--- config.mk ---
export PLATFORM = sky130hd
export DESIGN_NAME = dbdn_cell
export DESIGN_NICKNAME = d
export VERILOG_FILES = /design/src/hdl/dbdn_pkg.sv /design/src/hdl/dbdn_cell.sv
export SDC_FILE = /design/constraint.sdc
export NUM_CORES = 2
export LEC_CHECK = 0
export BUFFER_PORTS_ARGS = -buffer_cell sky130_fd_sc_hd__buf_2
export CORE_MARGIN = 1.5
export CORE_UTILIZATION = 44
export CTS_BUF_LIST = sky130_fd_sc_hd__clkbuf_4 sky130_fd_sc_hd__clkbuf_8 sky130_fd_sc_hd__clkbuf_16
export CTS_CLUSTER_DIAMETER = 120
export DETAILED_ROUTE_END_ITERATION = 10
export GPL_ROUTABILITY_DRIVEN = 0
export HOLD_SLACK_MARGIN = 0.08
export PLACE_DENSITY_LB_ADDON = 0.2
export SYNTH_ARGS = -nofsm -noshare
export SYNTH_HDL_FRONTEND = slang
export SYNTH_SLANG_ARGS = --single-unit
--- constraint.sdc ---
create_clock -name clk -period 13.4 [get_ports clk]
set_input_delay 0.67 -clock clk [delete_from_list [all_inputs] [get_ports clk]]
set_output_delay 0.67 -clock clk [all_outputs]
set_load 0.03 [all_outputs]
--- src/hdl/dbdn_pkg.sv ---
// shared types, constants and helpers of the detection box decoder with nms
package dbdn_pkg;

  localparam int MAX_CANDIDATES = 64;
  localparam int MAX_GRID_UNITS = 64;

  localparam int UNIT_W   = $clog2(MAX_GRID_UNITS + 1);
  localparam int CELL_W   = $clog2(4 * MAX_GRID_UNITS);
  localparam int GRID_W   = CELL_W + 1;
  localparam int COUNT_W  = $clog2(MAX_CANDIDATES + 1);
  localparam int ROW_W    = 17;
  localparam int EXPECT_W = 2 * UNIT_W + ROW_W;
  localparam int AX_W     = CELL_W + 18;
  localparam int CX_W     = AX_W + 17;
  localparam int EW_W     = 45;
  localparam int HW_W     = EW_W - 2;
  localparam int EDGE_W   = CX_W + 3;

  localparam int CFG_IDX_W  = 3;
  localparam int CFG_DATA_W = 17;

  localparam logic [ROW_W-1:0] ROW_MAX = '1;
  localparam int ROWS_PER_UNIT = 21;
  localparam int DEC_STAGES    = 6;
  localparam int NMS_LAT       = 3;
  localparam int CNT_W         = $clog2(DEC_STAGES);

  localparam logic signed [33:0] LOG2E_Q16 = 34'sd94548;
  localparam logic signed [33:0] EXP_BIAS  = 34'sd4294967296;
  localparam logic [39:0]        LN2_Q16   = 40'd45426;

  localparam logic [16:0] POW2_FRAC [16] = '{
    17'd65536, 17'd68438, 17'd71468, 17'd74632, 17'd77936, 17'd81386, 17'd84990, 17'd88752,
    17'd92682, 17'd96785, 17'd101070, 17'd105545, 17'd110218, 17'd115098, 17'd120194,
    17'd125515
  };

  typedef enum logic [CFG_IDX_W-1:0] {
    REG_GRID_W, REG_GRID_H, REG_INV_SCALE, REG_IMAGE_W, REG_IMAGE_H,
    REG_SCORE_THR, REG_NMS_THR
  } cfg_reg_t;

  typedef enum logic [1:0] {
    STATUS_DET      = 2'd0,
    STATUS_EMPTY    = 2'd1,
    STATUS_MISMATCH = 2'd2
  } status_t;

  typedef enum logic [1:0] {OP_HOLD, OP_INSERT, OP_SHIFT, OP_CLEAR} cell_op_t;

  typedef enum logic [2:0] {
    ST_IDLE, ST_DECODE, ST_INSERT, ST_CHECK, ST_HEAD, ST_CMP, ST_WAIT, ST_EMIT
  } state_t;

  typedef struct packed {
    logic [15:0] left;
    logic [15:0] top;
    logic [15:0] right;
    logic [15:0] bottom;
    logic [15:0] score;
  } box_t;

  typedef struct packed {
    cell_op_t op;
    logic     cmp_go;
  } cell_ctl_t;

  typedef struct packed {
    logic signed [15:0] offset_x;
    logic signed [15:0] offset_y;
    logic signed [15:0] log_width;
    logic signed [15:0] log_height;
    logic [15:0]        objectness;
    logic [15:0]        class_prob;
  } row_t;

  // clamp an edge at 22 fraction bits to [0, lim] and round to q12.4
  function automatic logic [15:0] clamp_edge(input logic signed [EDGE_W-1:0] v,
                                             input logic [11:0] lim);
    logic signed [EDGE_W-1:0] hi;
    logic [33:0] c;
    logic [33:0] rnd;
    hi = $signed(EDGE_W'({lim, 22'b0}));
    if (v < 0) c = '0;
    else if (v > hi) c = {lim, 22'b0};
    else c = v[33:0];
    rnd = c + 34'd131072;
    return rnd[33:18];
  endfunction

endpackage

--- src/hdl/dbdn_cell.sv ---
// one slot of the score-sorted candidate chain with its overlap test
module dbdn_cell (
  input  logic                clk,
  input  logic                rst,
  input  dbdn_pkg::cell_ctl_t ctl,
  input  logic                cmp_en,
  input  dbdn_pkg::box_t      new_box,
  input  dbdn_pkg::box_t      prev_box,
  input  logic                prev_valid,
  input  logic                prev_ge,
  input  dbdn_pkg::box_t      next_box,
  input  logic                next_valid,
  input  logic                next_supp,
  input  dbdn_pkg::box_t      head_box,
  input  logic [31:0]         head_area,
  input  logic [16:0]         nms_thr,
  output dbdn_pkg::box_t      box,
  output logic                valid,
  output logic                supp,
  output logic                ge,
  output logic [31:0]         area
);

  logic        ga, gb, gc;
  logic [31:0] inter_a, inter_b, inter_c;
  logic [32:0] uni_b;
  logic [33:0] hi_c;
  logic [32:0] lo_c;
  logic [15:0] il, it, ir, ib, iw, ih;
  logic        over;

  assign ge = valid && (box.score >= new_box.score);

  always_comb begin
    il = (box.left > head_box.left) ? box.left : head_box.left;
    it = (box.top > head_box.top) ? box.top : head_box.top;
    ir = (box.right < head_box.right) ? box.right : head_box.right;
    ib = (box.bottom < head_box.bottom) ? box.bottom : head_box.bottom;
    iw = (ir > il) ? ir - il : 16'd0;
    ih = (ib > it) ? ib - it : 16'd0;
    over = {3'b0, inter_c, 16'b0} > ((51'(hi_c) << 16) + 51'(lo_c));
  end

  // overlap pipeline: intersection and area, union, threshold products
  always_ff @(posedge clk) begin
    inter_a <= iw * ih;
    area    <= (box.right - box.left) * (box.bottom - box.top);
    uni_b   <= 33'(head_area) + 33'(area) - 33'(inter_a);
    inter_b <= inter_a;
    hi_c    <= nms_thr * uni_b[32:16];
    lo_c    <= nms_thr * uni_b[15:0];
    inter_c <= inter_b;
  end

  always_ff @(posedge clk) begin
    if (rst) begin
      ga <= 1'b0;
      gb <= 1'b0;
      gc <= 1'b0;
    end else begin
      ga <= ctl.cmp_go;
      gb <= ga;
      gc <= gb;
    end
  end

  always_ff @(posedge clk) begin
    if (rst) begin
      valid <= 1'b0;
      supp  <= 1'b0;
    end else begin
      unique case (ctl.op)
        dbdn_pkg::OP_INSERT: begin
          if (!ge) valid <= prev_ge ? 1'b1 : prev_valid;
        end
        dbdn_pkg::OP_SHIFT: begin
          valid <= next_valid;
          supp  <= next_supp;
        end
        dbdn_pkg::OP_CLEAR: begin
          valid <= 1'b0;
          supp  <= 1'b0;
        end
        default: begin
          if (gc && cmp_en && valid && over) supp <= 1'b1;
        end
      endcase
    end
  end

  always_ff @(posedge clk) begin
    unique case (ctl.op)
      dbdn_pkg::OP_INSERT: begin
        if (!ge) box <= prev_ge ? new_box : prev_box;
      end
      dbdn_pkg::OP_SHIFT: box <= next_box;
      default: ;
    endcase
  end

endmodule

==> impl_metrics.toml <==
[final_layout]
n_fill_cell = 12100
layout-drive-gt1-share_pct = 10.2
area_delta_synth_final_pct = 10.1
final_util_pct = 49.1
fin_nets = 8496

[clock_tree]
hold_buffers = 0
htreeDepth = 2
clk_latency_ps = 610
clkSlewWorstSetupHoldPaths_ps = 60
cts_inserted_buffers = 37
cts_resized = 0
tritoncts = "built"
cts.sinks = 313
postCtsSetupBuffers = 0
clockBufferDepth = 3
clk_root_buffer_cell = "clkbuf_16"

[status]
status = "finished clean"

[sta]
max_freq_mhz = 82.8
setup_viol = 0
finalWorstSetupSlack_ps = 1320
final-hold-violation-count = 0
tightestPinTransition_ps = 1380
skew_ps = 42.0
period_needed_ps = 12080
finalSetupTns_ps = 0
drv_slew = 0
period_share_pct = 90.1
rsz0062_at_grt = "no"
maxSlewHeadroom_pct = 7.21

[floorplanning]
start_util_pct = 44.6
dieArea_um2 = 128000
placementRows = 129
die_w_um = 358
dieHeight_um = 358
core_area_um2 = 124000
ios = 494

[routing]
routed_wirelength_um = 166000
ant_nets = 0
vias = 42900
wl_per_cell_um = 20.2
drcViolationCount = 0
drt_iter0_markers = 2381
vias_per_cell = 5.21
dr.pass1.iters = 7

[worst_setup_path]
cp_slowest_cell = "a2111oi_0"
crit_required_ps = 13930
critical_path_peak_fanout = 22
cp_common_cell = "o21a_1"
slowest_delay_ps = 770
startpoint_type = "flop"
crit_path_end_kind = "flop"
crit_arrival_ps = 12610
criticalPathCategory = "flop to flop"

[synthesis]
syn_inst = 6175
synth_cell_type_count = 83
ys_seq_area_share_pct = 12.8
synth_top_area_cell = "fa_1"
synth.area.top_cells = "fa_1 34%, ha_1 14%, inv_1 8.7%"
synth.top_cell.area_share_pct = 34.2
syn_area_um2 = 55400
synth_common_cells = "1286 x inv_1, 945 x fa_1, 792 x nand2_1, 623 x ha_1, 339 x nor2_1"
yosys_warnings = 0
synth.most_common_cell = "inv_1"
async_flop_share_pct = 0
ys_ff_latch = 313
ys.flop_type = "dfxtp_1"
synth_edf_count = 80
postSynthAreaPerCell_um2 = 8.97
synth_nets = 8122

[grt]
antenna_found_initial = 41
grt_max_degree = 100
grt_pass1_vias = 45200
gr-total-overflow = 0
grt_pass1_wl_um = 259000
grt_usage_pct = 26.5

[flow_run]
max_cap_viol_count = 0

[worst_hold_path]
min_path_type = "input port to flop"

[placement]
port_buffers = 477
place_worst_setup_slack_ps = 1090
dp_hpwl_um = 141000
state kept, by name, summed over array words and instances (netlist names):
register	flops
area	32
gb	1
lo_c	33
inter_c	32
box	80
valid	1
inter_b	32
gc	1
inter_a	32
hi_c	34
ga	1
uni_b	33
supp	1
per-layer routing:
metal / global-route usage, % / vias up / part of all wire [%]
met5: 0 / - / 0.055
met4: 12.4 / 14 / 5.3
met3: 5.01 / 297 / 6.8
met2: 44.6 / 1329 / 47
met1: 32.8 / 21300 / 41
li1: - / 20000 / -
critical path: cells and delay by family, from the launching register on:
| kind | cells | cell delay, ps |
|---|---|---|
| AO/OA/AOI/OAI | 24 | 5290 |
| XOR/XNOR | 1 | 130 |
| adder cells (fa/ha/maj) | 10 | 3990 |
| buffers and inverters | 4 | 390 |
| flip-flops | 1 | 530 |
| multiplexers | 1 | 300 |
| AND/OR/NAND/NOR | 4 | 1330 |
cell usage in the layout (no fill, tap or decap), types with 14 or more instances in the layout:
cell	n
buf_4	62
inv_1	1286
nand2_1	792
and3_1	14
clkbuf_16	39
o21ai_0	187
nand4_1	22
a21oi_1	176
nor2b_1	58
nor2_1	339
diode_2	24
a21o_1	107
edfxtp_1	80
o21bai_1	37
ha_1	623
dfxtp_1	233
nor3_1	52
xor2_1	65
fa_1	945
mux2i_1	117
xnor2_1	173
buf_2	476
nand2b_1	34
and2_1	271
mux2_2	32
nand3_1	54
a31oi_1	18
o21a_1	58
kinds of logic after synthesis:
kind of cell / count (synthesis) / share of synthesized area [%]
XOR/XNOR: 239 / 3.80
AND/OR/NAND/NOR: 1700 / 14.0
flip-flops: 313 / 12.8
multiplexers: 149 / 2.76
adder cells (fa/ha/maj): 1568 / 48.2
AO/OA/AOI/OAI: 717 / 8.34
buffers and inverters: 1489 / 10.1
final timing paths:
check / startpoint / to / slack [ps] / cells after the start
worst max register to register: box[65] / inter_a[25] / 1320 / 44
worst min register to register: inter_b[7] / inter_c[7] / 320 / 0
worst max-delay path: box[65] / inter_a[25] / 1320 / 44
worst min-delay path: ctl[0] / ga / 300 / 2
through the flow:
stage / std cells / instance area, µm² / hold slack (ps)
floorplan: 6175 / 55400 / 310
global route: 8231 / 61000 / 281
global placement: 8147 / 59500 / 310
finish: 8239 / 61000 / 300
CTS: 8215 / 60900 / 261
detailed placement: 8147 / 59500 / 312
area by class of cell:
class	count	area [µm²]	area share, %
multi-input cells	4373	42800	70.1
repair buffers	538	2850	4.67
well taps	1637	2050	3.36
inverters	1286	4830	7.91
diodes	24	60.1	0.0985
clock inverters	20	328	0.537
flip-flops and latches	313	7070	11.6
clock buffers	48	1060	1.74
Power is not shown: default switching activity piles up to over one toggle a cycle in this logic, so the estimate is an artifact.
